===== src/rtl/assert_macros.svh =====
// assertion macros for the top-level rtl file
`ifndef ASSERT_MACROS_SVH
`define ASSERT_MACROS_SVH

// property that must hold at every clock edge outside reset
`define RLPT_ASSERT(label, expr) \
   label: assert property (@(posedge clock) disable iff (reset) (expr)) \
      else $error("rlpt assertion failed");

// property whose consequent must hold in the cycle after the antecedent
`define RLPT_ASSERT_NEXT(label, ante, cons) \
   label: assert property (@(posedge clock) disable iff (reset) (ante) |=> (cons)) \
      else $error("rlpt assertion failed");

`endif


===== src/rtl/rlpt_pkg.sv =====
// shared types, constants and helpers of the rms line protection trip block
package rlpt_pkg;

   localparam int SAMPLE_W   = 12;
   localparam int ADC_BITS   = 12;
   localparam int ROOT_W     = 12;
   localparam int SQ_W       = 2 * ROOT_W;
   localparam int TILT_W     = 11;
   localparam int DEB_W      = 4;
   localparam int CSR_W      = 12;
   localparam int CSR_IDX_W  = 3;
   localparam int DEFAULT_MAX_WINDOW = 512;

   localparam logic [SAMPLE_W-1:0] ADC_MASK = SAMPLE_W'((1 << ADC_BITS) - 1);
   localparam logic [DEB_W-1:0]    STREAK_MAX = 4'd15;

   typedef logic [1:0] cause_type;
   localparam cause_type CAUSE_NONE  = 2'd0;
   localparam cause_type CAUSE_SHORT = 2'd1;
   localparam cause_type CAUSE_TILT  = 2'd2;
   localparam cause_type CAUSE_OVERV = 2'd3;

   typedef logic [CSR_IDX_W-1:0] csr_index_type;
   localparam csr_index_type REG_VOLTAGE_OFFSET = 3'd0;
   localparam csr_index_type REG_CURRENT_OFFSET = 3'd1;
   localparam csr_index_type REG_VOLTAGE_HIGH   = 3'd2;
   localparam csr_index_type REG_VOLTAGE_LOW    = 3'd3;
   localparam csr_index_type REG_CURRENT_LIMIT  = 3'd4;
   localparam csr_index_type REG_TILT_LIMIT     = 3'd5;
   localparam csr_index_type REG_DEBOUNCE       = 3'd6;

   localparam logic [SAMPLE_W-1:0] RST_VOLTAGE_OFFSET = 12'd2048;
   localparam logic [SAMPLE_W-1:0] RST_CURRENT_OFFSET = 12'd2048;
   localparam logic [SAMPLE_W-1:0] RST_VOLTAGE_HIGH   = 12'd2904;
   localparam logic [SAMPLE_W-1:0] RST_VOLTAGE_LOW    = 12'd2010;
   localparam logic [SAMPLE_W-1:0] RST_CURRENT_LIMIT  = 12'd1861;
   localparam logic [TILT_W-1:0]   RST_TILT_LIMIT     = 11'd250;
   localparam logic [DEB_W-1:0]    RST_DEBOUNCE       = 4'd3;

   // handshake between the sequencer and the root unit
   typedef struct packed {
      logic busy;
      logic done;
   } root_status_type;

   function automatic logic [DEB_W-1:0] streak_next(input logic [DEB_W-1:0] streak,
                                                    input logic bad);
      logic [DEB_W-1:0] result;
      if (!bad) begin
         result = '0;
      end else if (streak < STREAK_MAX) begin
         result = streak + 1'b1;
      end else begin
         result = STREAK_MAX;
      end
      return result;
   endfunction

endpackage


===== src/rtl/rms_line_protection_trip.sv =====
// top level: sample accumulation, rms evaluation and trip latch of the line protection block
//
// req_ channel takes one paired voltage/current sample word with window_end and tilt_delta.
// every word is centered and squared through one shared multiplier (voltage, then current)
// and added to the window sums; req_ready is low after each accepted word until idle again.
// a word with window_end set closes the window: the shared root unit divides each sum by
// the sample count (one quotient bit a cycle) and takes the floor root (two bits a cycle),
// first voltage then current, on a SUM_W = 24 + clog2(MAX_WINDOW + 1) bit sum, then a
// decision state checks the limits and the debounce streaks.
// that word then produces one rsp_ word; other words produce none.
// the rsp_ word sits in an output register; a stalled receiver only holds the decision state
// of the next closing window, and no word is taken while it waits; until then words are taken.
// samples beyond MAX_WINDOW in one window are dropped from the sums. reset (synchronous)
// restores the limit registers, clears sums, streaks and the trip latch; a latched trip
// holds until reset. the user makes csr_ writes only while idle, unchecked by the block.
module rms_line_protection_trip #(
   parameter int MAX_WINDOW = rlpt_pkg::DEFAULT_MAX_WINDOW
) (
   input  logic                                  clock,
   input  logic                                  reset,
   input  logic                                  req_valid,
   output logic                                  req_ready,
   input  logic [rlpt_pkg::SAMPLE_W-1:0]         req_voltage_sample,
   input  logic [rlpt_pkg::SAMPLE_W-1:0]         req_current_sample,
   input  logic                                  req_window_end,
   input  logic [rlpt_pkg::TILT_W-1:0]           req_tilt_delta,
   output logic                                  rsp_valid,
   input  logic                                  rsp_ready,
   output logic [rlpt_pkg::ROOT_W-1:0]           rsp_voltage_rms,
   output logic [rlpt_pkg::ROOT_W-1:0]           rsp_current_rms,
   output logic                                  rsp_relay_closed,
   output logic                                  rsp_is_tripped,
   output logic [1:0]                            rsp_trip_cause,
   output logic                                  rsp_undervoltage,
   input  logic                                  csr_we,
   input  logic [rlpt_pkg::CSR_IDX_W-1:0]        csr_index,
   input  logic [rlpt_pkg::CSR_W-1:0]            csr_wdata
);

   `include "assert_macros.svh"

   localparam int CNT_W = $clog2(MAX_WINDOW + 1);
   localparam int SUM_W = rlpt_pkg::SQ_W + CNT_W;
   localparam int SW    = rlpt_pkg::SAMPLE_W;
   localparam int RW    = rlpt_pkg::ROOT_W;
   localparam int DW    = rlpt_pkg::DEB_W;

   localparam logic [2:0] S_IDLE   = 3'd0;
   localparam logic [2:0] S_SQ_V   = 3'd1;
   localparam logic [2:0] S_SQ_I   = 3'd2;
   localparam logic [2:0] S_ADD_I  = 3'd3;
   localparam logic [2:0] S_ROOT_V = 3'd4;
   localparam logic [2:0] S_ROOT_I = 3'd5;
   localparam logic [2:0] S_JUDGE  = 3'd6;

   logic [2:0]  state_ff, state_in;

   logic [SW-1:0]               voffs_ff, ioffs_ff, vhigh_ff, vlow_ff, ilim_ff;
   logic [rlpt_pkg::TILT_W-1:0] tlim_ff;
   logic [DW-1:0]               deb_ff;

   logic [SUM_W-1:0]            vsum_ff, vsum_in, isum_ff, isum_in;
   logic [CNT_W-1:0]            count_ff, count_in;
   logic [SW-1:0]               vs_ff, vs_in, cs_ff, cs_in;
   logic                        last_ff, last_in, take_ff, take_in;
   logic [rlpt_pkg::TILT_W-1:0] tilt_ff, tilt_in;
   logic [rlpt_pkg::SQ_W-1:0]   prod_ff, prod_in;
   logic [RW-1:0]               vrms_ff, vrms_in, crms_ff, crms_in;
   logic [DW-1:0]               vstreak_ff, vstreak_in, istreak_ff, istreak_in;
   logic [DW-1:0]               tstreak_ff, tstreak_in;
   logic                        fault_ff, fault_in;
   rlpt_pkg::cause_type         cause_ff, cause_in;

   logic                        rsp_valid_ff, rsp_valid_in;
   logic [RW-1:0]               rsp_vrms_ff, rsp_vrms_in, rsp_crms_ff, rsp_crms_in;
   logic                        rsp_closed_ff, rsp_closed_in, rsp_trip_ff, rsp_trip_in;
   rlpt_pkg::cause_type         rsp_cause_ff, rsp_cause_in;
   logic                        rsp_under_ff, rsp_under_in;

   logic [SW-1:0]               sq_sample, sq_offset, sq_diff;
   logic [rlpt_pkg::SQ_W-1:0]   sq_ext;
   logic [SUM_W-1:0]            root_dividend;
   logic                        root_start;
   rlpt_pkg::root_status_type   root_status;
   logic [RW-1:0]               root_value;

   logic [DW-1:0]               need;
   logic [DW-1:0]               vs_next, is_next, ts_next;

   // shared centering multiplier
   always_comb begin
      sq_sample = (state_ff == S_SQ_V) ? vs_ff : cs_ff;
      sq_offset = (state_ff == S_SQ_V) ? voffs_ff : ioffs_ff;
      sq_diff   = (sq_sample >= sq_offset) ? (sq_sample - sq_offset)
                                           : (sq_offset - sq_sample);
      sq_ext    = rlpt_pkg::SQ_W'(sq_diff);
   end

   rlpt_root #(
      .MAX_WINDOW (MAX_WINDOW)
   ) u_root (
      .clock    (clock),
      .reset    (reset),
      .start    (root_start),
      .dividend (root_dividend),
      .divisor  (count_ff),
      .status   (root_status),
      .root     (root_value)
   );

   always_comb begin
      need    = (deb_ff == '0) ? DW'(1) : deb_ff;
      ts_next = rlpt_pkg::streak_next(tstreak_ff, tilt_ff > tlim_ff);
      vs_next = rlpt_pkg::streak_next(vstreak_ff, vrms_ff > vhigh_ff);
      is_next = rlpt_pkg::streak_next(istreak_ff, crms_ff > ilim_ff);
   end

   always_comb begin
      state_in      = state_ff;
      vsum_in       = vsum_ff;
      isum_in       = isum_ff;
      count_in      = count_ff;
      vs_in         = vs_ff;
      cs_in         = cs_ff;
      last_in       = last_ff;
      take_in       = take_ff;
      tilt_in       = tilt_ff;
      prod_in       = prod_ff;
      vrms_in       = vrms_ff;
      crms_in       = crms_ff;
      vstreak_in    = vstreak_ff;
      istreak_in    = istreak_ff;
      tstreak_in    = tstreak_ff;
      fault_in      = fault_ff;
      cause_in      = cause_ff;
      rsp_vrms_in   = rsp_vrms_ff;
      rsp_crms_in   = rsp_crms_ff;
      rsp_closed_in = rsp_closed_ff;
      rsp_trip_in   = rsp_trip_ff;
      rsp_cause_in  = rsp_cause_ff;
      rsp_under_in  = rsp_under_ff;
      rsp_valid_in  = rsp_valid_ff && !rsp_ready;
      root_start    = 1'b0;
      root_dividend = vsum_ff;
      case (state_ff)
         S_IDLE: begin
            if (req_valid) begin
               vs_in   = req_voltage_sample & rlpt_pkg::ADC_MASK;
               cs_in   = req_current_sample & rlpt_pkg::ADC_MASK;
               last_in = req_window_end;
               tilt_in = req_tilt_delta;
               // window full: drop the word from the sums
               take_in = (count_ff < CNT_W'(MAX_WINDOW));
               if (count_ff < CNT_W'(MAX_WINDOW)) begin
                  count_in = count_ff + 1'b1;
               end
               state_in = S_SQ_V;
            end
         end
         S_SQ_V: begin
            prod_in  = sq_ext * sq_ext;
            state_in = S_SQ_I;
         end
         S_SQ_I: begin
            if (take_ff) begin
               vsum_in = vsum_ff + SUM_W'(prod_ff);
            end
            prod_in  = sq_ext * sq_ext;
            state_in = S_ADD_I;
         end
         S_ADD_I: begin
            if (take_ff) begin
               isum_in = isum_ff + SUM_W'(prod_ff);
            end
            if (last_ff) begin
               root_start    = 1'b1;
               root_dividend = vsum_ff;
               state_in      = S_ROOT_V;
            end else begin
               state_in = S_IDLE;
            end
         end
         S_ROOT_V: begin
            if (root_status.done) begin
               vrms_in       = root_value;
               root_start    = 1'b1;
               root_dividend = isum_ff;
               state_in      = S_ROOT_I;
            end
         end
         S_ROOT_I: begin
            if (root_status.done) begin
               crms_in  = root_value;
               state_in = S_JUDGE;
            end
         end
         S_JUDGE: begin
            if (!rsp_valid_ff || rsp_ready) begin
               rsp_under_in = 1'b0;
               if (!fault_ff) begin
                  tstreak_in = ts_next;
                  vstreak_in = vs_next;
                  istreak_in = is_next;
                  if (is_next >= need) begin
                     cause_in = rlpt_pkg::CAUSE_SHORT;
                     fault_in = 1'b1;
                  end else if (ts_next >= need) begin
                     cause_in = rlpt_pkg::CAUSE_TILT;
                     fault_in = 1'b1;
                  end else if (vs_next >= need) begin
                     cause_in = rlpt_pkg::CAUSE_OVERV;
                     fault_in = 1'b1;
                  end else begin
                     rsp_under_in = (vrms_ff < vlow_ff);
                  end
               end
               rsp_vrms_in   = vrms_ff;
               rsp_crms_in   = crms_ff;
               rsp_closed_in = !fault_in;
               rsp_trip_in   = fault_in;
               rsp_cause_in  = cause_in;
               rsp_valid_in  = 1'b1;
               vsum_in       = '0;
               isum_in       = '0;
               count_in      = '0;
               state_in      = S_IDLE;
            end
         end
         default: begin
            state_in = S_IDLE;
         end
      endcase
   end

   always_ff @(posedge clock) begin
      if (reset) begin
         state_ff     <= S_IDLE;
         vsum_ff      <= '0;
         isum_ff      <= '0;
         count_ff     <= '0;
         vstreak_ff   <= '0;
         istreak_ff   <= '0;
         tstreak_ff   <= '0;
         fault_ff     <= 1'b0;
         cause_ff     <= rlpt_pkg::CAUSE_NONE;
         rsp_valid_ff <= 1'b0;
      end else begin
         state_ff     <= state_in;
         vsum_ff      <= vsum_in;
         isum_ff      <= isum_in;
         count_ff     <= count_in;
         vstreak_ff   <= vstreak_in;
         istreak_ff   <= istreak_in;
         tstreak_ff   <= tstreak_in;
         fault_ff     <= fault_in;
         cause_ff     <= cause_in;
         rsp_valid_ff <= rsp_valid_in;
      end
      vs_ff         <= vs_in;
      cs_ff         <= cs_in;
      last_ff       <= last_in;
      take_ff       <= take_in;
      tilt_ff       <= tilt_in;
      prod_ff       <= prod_in;
      vrms_ff       <= vrms_in;
      crms_ff       <= crms_in;
      rsp_vrms_ff   <= rsp_vrms_in;
      rsp_crms_ff   <= rsp_crms_in;
      rsp_closed_ff <= rsp_closed_in;
      rsp_trip_ff   <= rsp_trip_in;
      rsp_cause_ff  <= rsp_cause_in;
      rsp_under_ff  <= rsp_under_in;
   end

   // limit registers
   always_ff @(posedge clock) begin
      if (reset) begin
         voffs_ff <= rlpt_pkg::RST_VOLTAGE_OFFSET;
         ioffs_ff <= rlpt_pkg::RST_CURRENT_OFFSET;
         vhigh_ff <= rlpt_pkg::RST_VOLTAGE_HIGH;
         vlow_ff  <= rlpt_pkg::RST_VOLTAGE_LOW;
         ilim_ff  <= rlpt_pkg::RST_CURRENT_LIMIT;
         tlim_ff  <= rlpt_pkg::RST_TILT_LIMIT;
         deb_ff   <= rlpt_pkg::RST_DEBOUNCE;
      end else if (csr_we) begin
         case (csr_index)
            rlpt_pkg::REG_VOLTAGE_OFFSET: voffs_ff <= csr_wdata;
            rlpt_pkg::REG_CURRENT_OFFSET: ioffs_ff <= csr_wdata;
            rlpt_pkg::REG_VOLTAGE_HIGH:   vhigh_ff <= csr_wdata;
            rlpt_pkg::REG_VOLTAGE_LOW:    vlow_ff  <= csr_wdata;
            rlpt_pkg::REG_CURRENT_LIMIT:  ilim_ff  <= csr_wdata;
            rlpt_pkg::REG_TILT_LIMIT:     tlim_ff  <= csr_wdata[rlpt_pkg::TILT_W-1:0];
            rlpt_pkg::REG_DEBOUNCE:       deb_ff   <= csr_wdata[DW-1:0];
            default: begin
            end
         endcase
      end
   end

   assign req_ready        = (state_ff == S_IDLE);
   assign rsp_valid        = rsp_valid_ff;
   assign rsp_voltage_rms  = rsp_vrms_ff;
   assign rsp_current_rms  = rsp_crms_ff;
   assign rsp_relay_closed = rsp_closed_ff;
   assign rsp_is_tripped   = rsp_trip_ff;
   assign rsp_trip_cause   = rsp_cause_ff;
   assign rsp_undervoltage = rsp_under_ff;

   `RLPT_ASSERT_NEXT(a_trip_holds, fault_ff, fault_ff)
   `RLPT_ASSERT(a_count_bound, count_ff <= CNT_W'(MAX_WINDOW))
   `RLPT_ASSERT(a_trip_has_cause, !rsp_valid_ff || (rsp_trip_ff == (rsp_cause_ff != rlpt_pkg::CAUSE_NONE)))
   `RLPT_ASSERT(a_root_idle_when_ready, !(req_ready && root_status.busy))
   `RLPT_ASSERT(a_under_only_untripped, !(rsp_valid_ff && rsp_under_ff && rsp_trip_ff))

endmodule


===== src/rtl/rlpt_root.sv =====
// iterative unit: floor(dividend / divisor) one bit a cycle, then floor square root
module rlpt_root #(
   parameter int MAX_WINDOW = rlpt_pkg::DEFAULT_MAX_WINDOW
) (
   input  logic                                   clock,
   input  logic                                   reset,
   input  logic                                   start,
   input  logic [rlpt_pkg::SQ_W+$clog2(MAX_WINDOW+1)-1:0] dividend,
   input  logic [$clog2(MAX_WINDOW+1)-1:0]        divisor,
   output rlpt_pkg::root_status_type              status,
   output logic [rlpt_pkg::ROOT_W-1:0]            root
);

   localparam int CNT_W  = $clog2(MAX_WINDOW + 1);
   localparam int SUM_W  = rlpt_pkg::SQ_W + CNT_W;
   localparam int STEP_W = $clog2(SUM_W + 1);
   localparam int RW     = rlpt_pkg::ROOT_W;
   localparam int SREM_W = RW + 3;

   localparam logic [1:0] R_IDLE = 2'd0;
   localparam logic [1:0] R_DIV  = 2'd1;
   localparam logic [1:0] R_SQRT = 2'd2;

   logic [1:0]        phase_ff, phase_in;
   logic [STEP_W-1:0] step_ff, step_in;
   logic [SUM_W-1:0]  dvd_ff, dvd_in;
   logic [CNT_W-1:0]  drem_ff, drem_in;
   logic [CNT_W-1:0]  divisor_ff, divisor_in;
   logic [SREM_W-1:0] srem_ff, srem_in;
   logic [RW-1:0]     root_ff, root_in;
   logic              done_ff, done_in;

   logic [CNT_W:0]    drem_sh;
   logic              qbit;
   logic [SREM_W-1:0] srem_sh;
   logic [SREM_W-1:0] trial;
   logic              sbit;

   always_comb begin
      drem_sh = {drem_ff, dvd_ff[SUM_W-1]};
      qbit    = (drem_sh >= {1'b0, divisor_ff});
      srem_sh = {srem_ff[RW:0], dvd_ff[rlpt_pkg::SQ_W-1 -: 2]};
      trial   = SREM_W'({root_ff, 2'b01});
      sbit    = (srem_sh >= trial);
   end

   always_comb begin
      phase_in   = phase_ff;
      step_in    = step_ff;
      dvd_in     = dvd_ff;
      drem_in    = drem_ff;
      divisor_in = divisor_ff;
      srem_in    = srem_ff;
      root_in    = root_ff;
      done_in    = 1'b0;
      case (phase_ff)
         R_IDLE: begin
            if (start) begin
               phase_in   = R_DIV;
               step_in    = STEP_W'(SUM_W - 1);
               dvd_in     = dividend;
               divisor_in = divisor;
               drem_in    = '0;
            end
         end
         R_DIV: begin
            // restoring division, quotient bits shift in behind the dividend
            drem_in = qbit ? CNT_W'(drem_sh - {1'b0, divisor_ff}) : drem_sh[CNT_W-1:0];
            dvd_in  = {dvd_ff[SUM_W-2:0], qbit};
            if (step_ff == '0) begin
               phase_in = R_SQRT;
               step_in  = STEP_W'(RW - 1);
               srem_in  = '0;
               root_in  = '0;
            end else begin
               step_in = step_ff - 1'b1;
            end
         end
         R_SQRT: begin
            // mean square fits in SQ_W bits, take two bits per step
            srem_in = sbit ? (srem_sh - trial) : srem_sh;
            root_in = {root_ff[RW-2:0], sbit};
            dvd_in  = {dvd_ff[SUM_W-3:0], 2'b00};
            if (step_ff == '0) begin
               phase_in = R_IDLE;
               done_in  = 1'b1;
            end else begin
               step_in = step_ff - 1'b1;
            end
         end
         default: begin
            phase_in = R_IDLE;
         end
      endcase
   end

   always_ff @(posedge clock) begin
      if (reset) begin
         phase_ff <= R_IDLE;
         done_ff  <= 1'b0;
      end else begin
         phase_ff <= phase_in;
         done_ff  <= done_in;
      end
      step_ff    <= step_in;
      dvd_ff     <= dvd_in;
      drem_ff    <= drem_in;
      divisor_ff <= divisor_in;
      srem_ff    <= srem_in;
      root_ff    <= root_in;
   end

   assign status.busy = (phase_ff != R_IDLE);
   assign status.done = done_ff;
   assign root        = root_ff;

endmodule


===== config.mk =====
export PLATFORM = sky130hd
export DESIGN_NAME = rms_line_protection_trip
export DESIGN_NICKNAME = d
export VERILOG_FILES = /design/src/rtl/rlpt_pkg.sv /design/src/rtl/rms_line_protection_trip.sv /design/src/rtl/rlpt_root.sv
export VERILOG_INCLUDE_DIRS = /design/src /design/src/rtl
export SDC_FILE = /design/constraint.sdc
export NUM_CORES = 1
export LEC_CHECK = 0
export BUFFER_PORTS_ARGS = -buffer_cell sky130_fd_sc_hd__buf_4
export CAP_MARGIN = 20
export CORE_MARGIN = 1
export CORE_UTILIZATION = 55
export CTS_CLUSTER_DIAMETER = 50
export DETAILED_ROUTE_END_ITERATION = 7
export GPL_TIMING_DRIVEN = 0
export PLACE_DENSITY = 0.72
export SETUP_SLACK_MARGIN = 0.3
export SYNTH_ARGS = -nofsm -noshare
export SYNTH_HDL_FRONTEND = slang
export SYNTH_SLANG_ARGS = --single-unit

===== constraint.sdc =====
create_clock -name clock -period 10.45 [get_ports clock]
set_input_delay 0.5225 -clock clock [delete_from_list [all_inputs] [get_ports clock]]
set_output_delay 0.5225 -clock clock [all_outputs]
set_load 0.05 [all_outputs]

# After elaboration in Yosys (flattened, before gate mapping)
# Cells that the tools add are included.
# op_classes
reduce_logical	41
multipliers	1
add_sub_neg	11
mux	61
n_bitwise	2
order_cmp	14
n_eq_ne	25
# ops
operator	n
two-way mux 34 bit	6
case mux 34 bit (2 select lines)	2
case mux 34 bit (3 select lines)	1
adder 34 x 24 -> 34 bit	2
two-way mux 10 bit	5
two-way mux 12 bit	4
case mux 10 bit (2 select lines)	2
AND reduction 2 bit	15
two-way mux 4 bit	7
two-way mux 13 bit	2
case mux 13 bit (2 select lines)	1
> comparator 12 bit	2
multiplier 12 x 12 -> 24 bit	1
case mux 12 bit (2 select lines)	1
subtractor 12 bit	2
case mux 3 bit (7 select lines)	1
== test 3 bit (second input constant)	6
two-way mux 6 bit	3
case mux 6 bit (3 select lines)	1
>= comparator 15 x 14 -> 1 bit	1
two-way mux 3 bit	5
AND reduction 3 bit	5
two-way mux 2 bit	7
subtractor 13 bit	1
33 further kinds	72
# word_totals
register_bits	374

# Longest topological paths before layout
# Gate-level depths: netlist (run 1).
# depth
word_depth	11
mapped_depth	35
depth_no_buf	33

# Cells and area by module
# A second synthesis (run 1) with hierarchy kept.
# hier_totals
cells_unflattened	2567
hier_area_um2	24400.9
# modules_own_cells
mod	cells_each	area_per_inst_um2	instances
rms_line_protection_trip	2078	19187.2	1
rlpt_root	489	5213.8	1

# Worst setup path before layout (run 1)
# OpenSTA, ideal clock, no wires.
# synth_timing
kind	register -> register
startpoint	reg state_ff[0]
endpoint	reg prod_ff[22] (netlist bit) (data pin)
arrival_ns	8.568
path_slack_ns	1.616
synth_period_minus_slack_ns	8.834
stages_incl_launch_ff	34
cell_sequence	dfxtp_1 clkbuf_1 nor3b_1 clkbuf_1 mux2_2 ha_1 buf_6 a21oi_2 a31oi_1 o21a_1 o41ai_4 mux2i_1 xor2_1 inv_2 nand2_1 inv_1 fa_1 inv_1 fa_1 inv_1 fa_1 fa_1 inv_1 fa_1 inv_1 ha_1 or3_1 a211oi_1 o31ai_1 nand2_1 nand2_1 a31oi_1 o21ai_0 xor2_1
# synth_via
elab_chain_cells	5
word_cells_on_any_way	8
# synth_rtl
element	line_no	rtl
start: declaration	rms_line_protection_trip.sv:56	logic [2:0] state_ff, state_in;
start signal: assignment	rms_line_protection_trip.sv:248	state_ff <= state_in;
== test 3 x 1 -> 1 bit *	rms_line_protection_trip.sv:92, rms_line_protection_trip.sv:93, rms_line_protection_trip.sv:145	
two-way mux 12 bit, on equally long branches	rms_line_protection_trip.sv:93, rms_line_protection_trip.sv:92	
subtractor 12 bit (tied with other cells)	rms_line_protection_trip.sv:95	: (sq_offset - sq_sample);
two-way mux 12 bit *	rms_line_protection_trip.sv:94	sq_diff = (sq_sample >= sq_offset) ? (sq_sample - sq_offset)
multiplier 12 x 12 -> 24 bit *	rms_line_protection_trip.sv:161, rms_line_protection_trip.sv:168	
end signal: assignment	rms_line_protection_trip.sv:264	prod_ff <= prod_in;
end: declaration	rms_line_protection_trip.sv:67	logic [rlpt_pkg::SQ_W-1:0] prod_ff, prod_in;
# Every way passes the cells marked *; elsewhere a longest branch is shown, timed or not.
# A chain may end at the register's enable or synchronous reset.

# Final worst setup path (run 1)
# layout_timing
startpoint	reg state_ff[0]
endpoint	reg prod_ff[21] (netlist bit) (data pin)
# The elaborated chain is that of the path after synthesis.

==> metrics.md, run 1 <==
| Metric | Value |
|---|---|
| Clock Tree Buf Depth | `3` |
| Die area | `0.0449 mm2` |
| Seq/Total Area, Yosys | `39.0%` |
| Top fanout value on the critical path | `10` |
| Ys async rst share | `0%` |
| Total number of vias | `19100` |
| CP delay by family, top | `adder cells` |
| Post-DP HPWL | `45100 um` |
| Fraction of layout cells with a size suffix above 1 | `8.62%` |
| Starting Density | `56.0%` |
| Crit-path max cell delay | `0.60 ns` |
| TritonCTS clock tree | `built` |
| Final GP Congestion | `0.944` |
| Post-layout min period | `9.73 ns` |
| CP Launch Point | `state_ff[0]` |
| Worst Setup Start Kind | `register` |
| Hold path depth | `1` |
| Num CTS Buffers | `43` |
| Ports | `87` |
| Slowest CP cell | `o41ai_4` |
| Initial DRC count | `1482` |
| Avg Cell Area, Syn | `9.39 um2` |
| Post-synthesis cell type count | `78` |
| Status | `finished, final reports clean` |
| Final Skew | `0.0241 ns` |
| Syn_nets | `2941` |
| Sink Count | `373` |
| Top cells by area, synth | `edfxtp_1 (25%), dfxtp_1 (14%), ha_1 (11%), fa_1 (7.0%), a21oi_1 (4.5%)` |
| Post-synthesis cell area | `0.0242 mm2` |
| Total GRT Usage | `26.9%` |
| Critical path class | `reg2reg` |
| Cells on worst reg2reg path | `34` |
| H-Tree Depth | `2` |
| Root Driver | `clkbuf_16` |
| Clock slew at reported path FFs | `0.06 ns` |
| Slew HR | `26.7%` |
| Final hold slack | `0.121 ns` |
| Max cap viols | `0` |
| Synth Register Bits | `373` |
| Tcrit/Tclk final | `93.1%` |
| DR vias/cell | `5.72` |
| RR Startpoint | `state_ff[0]` |
| Wire length per cell | `17.7 um` |
| Hold path start | `req_window_end` |
| Mapped Cells | `2581` |
| DRT Pass-1 Iters | `5` |
| FMAX | `103 MHz` |
| Final ANT Viol Nets | `0` |
| Die Wd | `212 um` |
| Cell mode on critical path | `fa_1` |
| Area growth from synthesis to layout | `12.7%` |
| RSZ-0062 raised after global routing | `no` |
| Die Y | `212 um` |
| Worst EP arrival | `10.05 ns` |
| Top_reg_cell synth | `edfxtp_1` |
| Drt drc | `0` |
| WP data required | `10.76 ns` |
| Synth top area share | `24.5%` |
| Final setup fails | `0` |
| R2R setup slack | `0.72 ns` |
| Hold worst-path end | `last_ff` |
| Initial antenna violation count | `0` |
| Nets | `3076` |
| Worst-Skew Late Latency | `0.59 ns` |
| I/O Buffers | `83` |
| WL final | `59100 um` |
| Diodes inserted | `0` |
| Leading area contributor after synthesis | `edfxtp_1` |
| Vias in the first global route | `19100` |
| Area of the core | `0.0433 mm2` |
| First-pass GRT wire length | `95700 um` |
| CP Capture Type | `register` |
| EDFF count, synth | `198` |
| Global route overflow | `0` |
| Row cnt | `76` |
| Slew Limit Fails | `0` |
| Final count of hold timing violations | `0` |
| Most numerous cell in the Yosys netlist | `nand2_1` |
| Bufs and invs on worst path | `10` |
| Worst r2r dst | `prod_ff[21]` |
| Pin count of the biggest net entering global routing | `37` |
| Ys Warns | `0` |
| Final core utilization | `63.1%` |
| Most frequent cells after synthesis | `nand2_1 (286), inv_1 (265), a21oi_1 (219), ha_1 (219), edfxtp_1 (198)` |
| Worst-Margin Slew | `1.10 ns` |
| Min-Delay Path Class | `in2reg` |
[area by class of cell]
| type | count | area (um2) |
|---|---|---|
| Tap cell | 585 | 732 |
| Sequential cell | 373 | 9450 |
| Timing Repair Buffer | 90 | 719 |
| Clock inverter | 28 | 354 |
| Multi-Input combinational cell | 1833 | 13500 |
| Inverter | 281 | 1060 |
| Buffer | 94 | 373 |
| Clock buffer | 51 | 1160 |
| Fill cell | 3603 | 16000 |
[repair_timing]
action / in CTS / in global routing
hold buffers: 0 / 0
buffers inserted: 0 / 2
gates resized for setup: 3 / 11
endpoints found under the setup margin: 5 / 6
pin swaps: 0 / 1
[cell families (layout without fill, tap and decap cells)]
kind of cell,count (synthesis),after routing,share of synthesized area [%]
buffers and inverters,375,544,5.89
xor gates and xnor gates,105,105,3.89
AOI/OAI and AO/OA,596,596,15.7
DFF,373,373,39.0
and+or+nand+nor,786,786,15.3
muxes,42,42,1.82
adders and majority gates,304,304,18.3
[cells in the final DEF, fill, tap and decap left out, drive strengths merged, types with 19 or more instances in the layout]
master | netlist | routed
clkbuf | 85 | 136
mux2i | 25 | 25
ha | 219 | 219
nand2b | 29 | 29
fa | 85 | 85
nor3 | 25 | 25
edfxtp | 198 | 198
and2 | 23 | 23
inv | 281 | 286
a21o | 52 | 52
nor2b | 58 | 58
a211oi | 50 | 50
o21ai | 94 | 94
nand4 | 26 | 26
nand2 | 286 | 286
nor2 | 189 | 189
o21a | 19 | 19
a21oi | 220 | 220
nand3 | 66 | 66
a22o | 19 | 19
xnor2 | 61 | 61
xor2 | 44 | 44
a22oi | 43 | 43
dfxtp | 175 | 175
buf | 9 | 99
nand3b | 29 | 29
[worst max-delay path by stage]
| stage | endpoint | slack (ns) | depth (start not counted) |
|---|---|---|---|
| floorplan | prod_ff[22] | 1.62 | 33 |
| global placement | prod_ff[22] | -0.79 | 33 |
| detailed placement | prod_ff[22] | 0.13 | 34 |
| CTS | prod_ff[21] | 0.40 | 34 |
| global route | prod_ff[22] | 0.22 | 35 |
| finish | prod_ff[21] | 0.72 | 34 |
[routing by layer]
layer / wire length [um] / vias up / global-route usage (%)
met4: 1720 / 0 / 9.77
met5: 0 / - / 0
met2: 28500 / 515 / 46.3
met1: 26100 / 9201 / 34.7
met3: 2830 / 111 / 3.13
li1: - / 9257 / -
[flip-flops by register name, indices dropped and copies added (netlist names), 13 cells and up]
register	flops
isum_ff	34
u_root.dvd_ff	34
vsum_ff	34
prod_ff	23
u_root.srem_ff	13
[stage by stage]
stage | setup slack (ns) | cell area [um2] | TNS [ns] | cells
after global placement | -0.790 | 25600 | -5.21 | 3249
final | 0.716 | 27300 | 0 | 3335
after CTS | 0.402 | 27200 | 0 | 3333
after detailed placement | 0.132 | 25700 | 0 | 3254
after floorplan | 1.62 | 24200 | 0 | 2581
after global routing | 0.222 | 27300 | 0 | 3335
Power of run 1 is left out: the tool's default activity adds up to more than one toggle a clock period on the data nets, which glitch-free logic cannot reach.
==> run 2: changes to the inputs <==
--- a/config.mk
+++ b/config.mk
@@ -9,11 +9,10 @@
 export BUFFER_PORTS_ARGS = -buffer_cell sky130_fd_sc_hd__buf_4
 export CAP_MARGIN = 20
 export CORE_MARGIN = 1
-export CORE_UTILIZATION = 55
+export CORE_UTILIZATION = 35
 export CTS_CLUSTER_DIAMETER = 50
 export DETAILED_ROUTE_END_ITERATION = 7
 export GPL_TIMING_DRIVEN = 0
-export PLACE_DENSITY = 0.72
 export SETUP_SLACK_MARGIN = 0.3
 export SYNTH_ARGS = -nofsm -noshare
 export SYNTH_HDL_FRONTEND = slang
==> metrics.md, run 2 (same netlist as run 1, synthesis figures left out) <==
| Metric | Value |
|---|---|
| Status | `finished, final reports clean (unchanged)` |
| RSZ-0062 raised after global routing | `no (unchanged)` |
| FF/Latch Area | `0.00945 mm2 (unchanged)` |
| Root Driver | `clkbuf_16 (unchanged)` |
| Final Skew | `0.0348 ns (was 0.0241 ns)` |
| Commonest non-fill, non-tap cell in the layout | `nand2_1 (unchanged)` |
| Final setup fails | `0 (unchanged)` |
| Post-layout min period | `9.65 ns (was 9.73 ns)` |
| DR vias/cell | `5.04 (was 5.72)` |
| Diodes inserted | `0 (unchanged)` |
| Final GP Congestion | `0.866 (was 0.944)` |
| Worst Setup EP | `prod_ff[22] (was prod_ff[21])` |
| Worst-Skew Late Latency | `0.59 ns (about the same)` |
| Top flop regs | `isum_ff x34, u_root.dvd_ff x34, vsum_ff x34 (unchanged)` |
| R2R setup slack | `0.80 ns (was 0.72 ns)` |
| CP Capture Type | `register (unchanged)` |
| Slowest CP cell | `o41ai_4 (unchanged)` |
| Nets | `3077 (was 3076)` |
| Global route overflow | `0 (unchanged)` |
| Starting Density | `35.3% (was 56.0%)` |
| Cell mode on critical path | `fa_1 (unchanged)` |
| Drt drc | `0 (unchanged)` |
| Fillers | `6767 (was 3603)` |
| Fraction of layout cells with a size suffix above 1 | `8.83% (was 8.62%)` |
| Final hold slack | `0.112 ns (was 0.121 ns)` |
| Sink Count | `373 (unchanged)` |
| Final worst slack | `0.800 ns (was 0.716 ns)` |
| Hold path start | `req_tilt_delta[0] (was req_window_end)` |
| Vias in the first global route | `18200 (was 19100)` |
| Die Wd | `265 um (was 212 um)` |
| Initial antenna violation count | `0 (unchanged)` |
| H-Tree Depth | `2 (unchanged)` |
| Area of the core | `0.0686 mm2 (was 0.0433 mm2)` |
| RR Startpoint | `state_ff[0] (unchanged)` |
| Placed inst area | `0.0261 mm2 (was 0.0257 mm2)` |
| FMAX | `104 MHz (was 103 MHz)` |
| Place WS | `-0.274 ns (was 0.132 ns)` |
| WL final | `60200 um (was 59100 um)` |
| Ports | `87 (unchanged)` |
| DRT Pass-1 Iters | `5 (unchanged)` |
| Die area | `0.0703 mm2 (was 0.0449 mm2)` |
| Final non-filler cell area | `0.0278 mm2 (was 0.0273 mm2)` |
| Multi-input gate area | `0.0135 mm2 (about the same)` |
| Min-Delay Path Class | `in2reg (unchanged)` |
| Critical path class | `reg2reg (unchanged)` |
| Final ANT Viol Nets | `0 (unchanged)` |
| Slew Limit Fails | `0 (unchanged)` |
| Most frequent cells in the layout | `nand2_1 (286), inv_1 (265), ha_1 (219) (unchanged)` |
| Final count of hold timing violations | `0 (unchanged)` |
| Clock Tree Buf Depth | `3 (unchanged)` |
| Hold_buf cts | `0 (unchanged)` |
| Total GRT Usage | `17.1% (was 26.9%)` |
| Worst EP arrival | `9.96 ns (was 10.05 ns)` |
| Slew HR | `33.9% (was 26.7%)` |
| Cells on worst reg2reg path | `34 (unchanged)` |
| Top fanout value on the critical path | `10 (unchanged)` |
| Worst Setup Start Kind | `register (unchanged)` |
| Worst-Margin Slew | `0.984 ns (was 1.10 ns)` |
| Die Y | `265 um (was 212 um)` |
| TritonCTS clock tree | `built (unchanged)` |
| Worst r2r dst | `prod_ff[22] (was prod_ff[21])` |
| Num CTS Buffers | `44 (was 43)` |
| Area growth from synthesis to layout | `14.5% (was 12.7%)` |
| Tcrit/Tclk final | `92.3% (was 93.1%)` |
| I/O Buffers | `83 (unchanged)` |
| Total number of vias | `18500 (was 19100)` |
| Wire length per cell | `16.3 um (was 17.7 um)` |
| Clock slew at reported path FFs | `0.06 ns (about the same)` |
| Final core utilization | `40.5% (was 63.1%)` |
| Row cnt | `96 (was 76)` |
| Crit-path max cell delay | `0.59 ns (was 0.60 ns)` |
| Max cap viols | `0 (unchanged)` |
| CP Launch Point | `state_ff[0] (unchanged)` |
| WP data required | `10.76 ns (about the same)` |
| Initial DRC count | `1107 (was 1482)` |
| Pin count of the biggest net entering global routing | `36 (was 37)` |
| Post-DP HPWL | `45500 um (was 45100 um)` |
| First-pass GRT wire length | `96700 um (was 95700 um)` |
==> run 2: worst min-delay path by stage <==
stage,to,slack (ns),depth (start not counted)
6_report,tilt_ff[0],0.11,1
3_5_place_dp,u_root.divisor_ff[9],0.43,0
4_1_cts,tilt_ff[3],0.08,1
3_3_place_gp,u_root.divisor_ff[9],0.43,0
5_1_grt,tilt_ff[0],0.09,1
2_1_floorplan,u_root.divisor_ff[9],0.41,0
==> run 2: worst max-delay path, delay by kind of cell, from the launching register on <==
family	cells	cell delay [ns]
muxes	1	0.33
xor gates and xnor gates	1	0.15
AOI/OAI and AO/OA	10	2.70
and+or+nand+nor	6	1.01
DFF	1	0.44
buffers and inverters	9	1.54
adders and majority gates	7	3.17
==> run 2: repair_timing <==
action                     4_1_cts  5_1_grt
setup endpoints to repair       10        8
gates cloned                     0        0
pin swaps                        0        1
buffers inserted                 2        1
gates resized for setup          4       14
==> run 2: layout make-up <==
type / instances / share of cell area, %
buffer: 94 / 1.36
clock buffer: 57 / 4.44
clock inverter: 24 / 1.02
inverter: 281 / 3.81
multi-input combinational: 1833 / 48.5
sequential: 373 / 34.0
tap: 931 / 4.20
timing repair buffer: 90 / 2.67
==> run 2: metal layers <==
layer / vias up / wire, um / GRT usage [%]
met5: - / 0 / 0
met4: 0 / 1090 / 4.31
met3: 77 / 2160 / 2.14
met2: 311 / 27200 / 27.7
met1: 8881 / 29700 / 24.2
li1: 9280 / - / -
==> run 2: per-stage QoR <==
| stage | cells | setup TNS [ns] |
|---|---|---|
| after global placement | 3595 | -5.02 |
| after global routing | 3683 | 0 |
| after detailed placement | 3599 | -0.559 |
| final | 3683 | 0 |
| after CTS | 3682 | 0 |
| after floorplan | 2581 | 0 |
Power of run 2 is left out for the same reason.
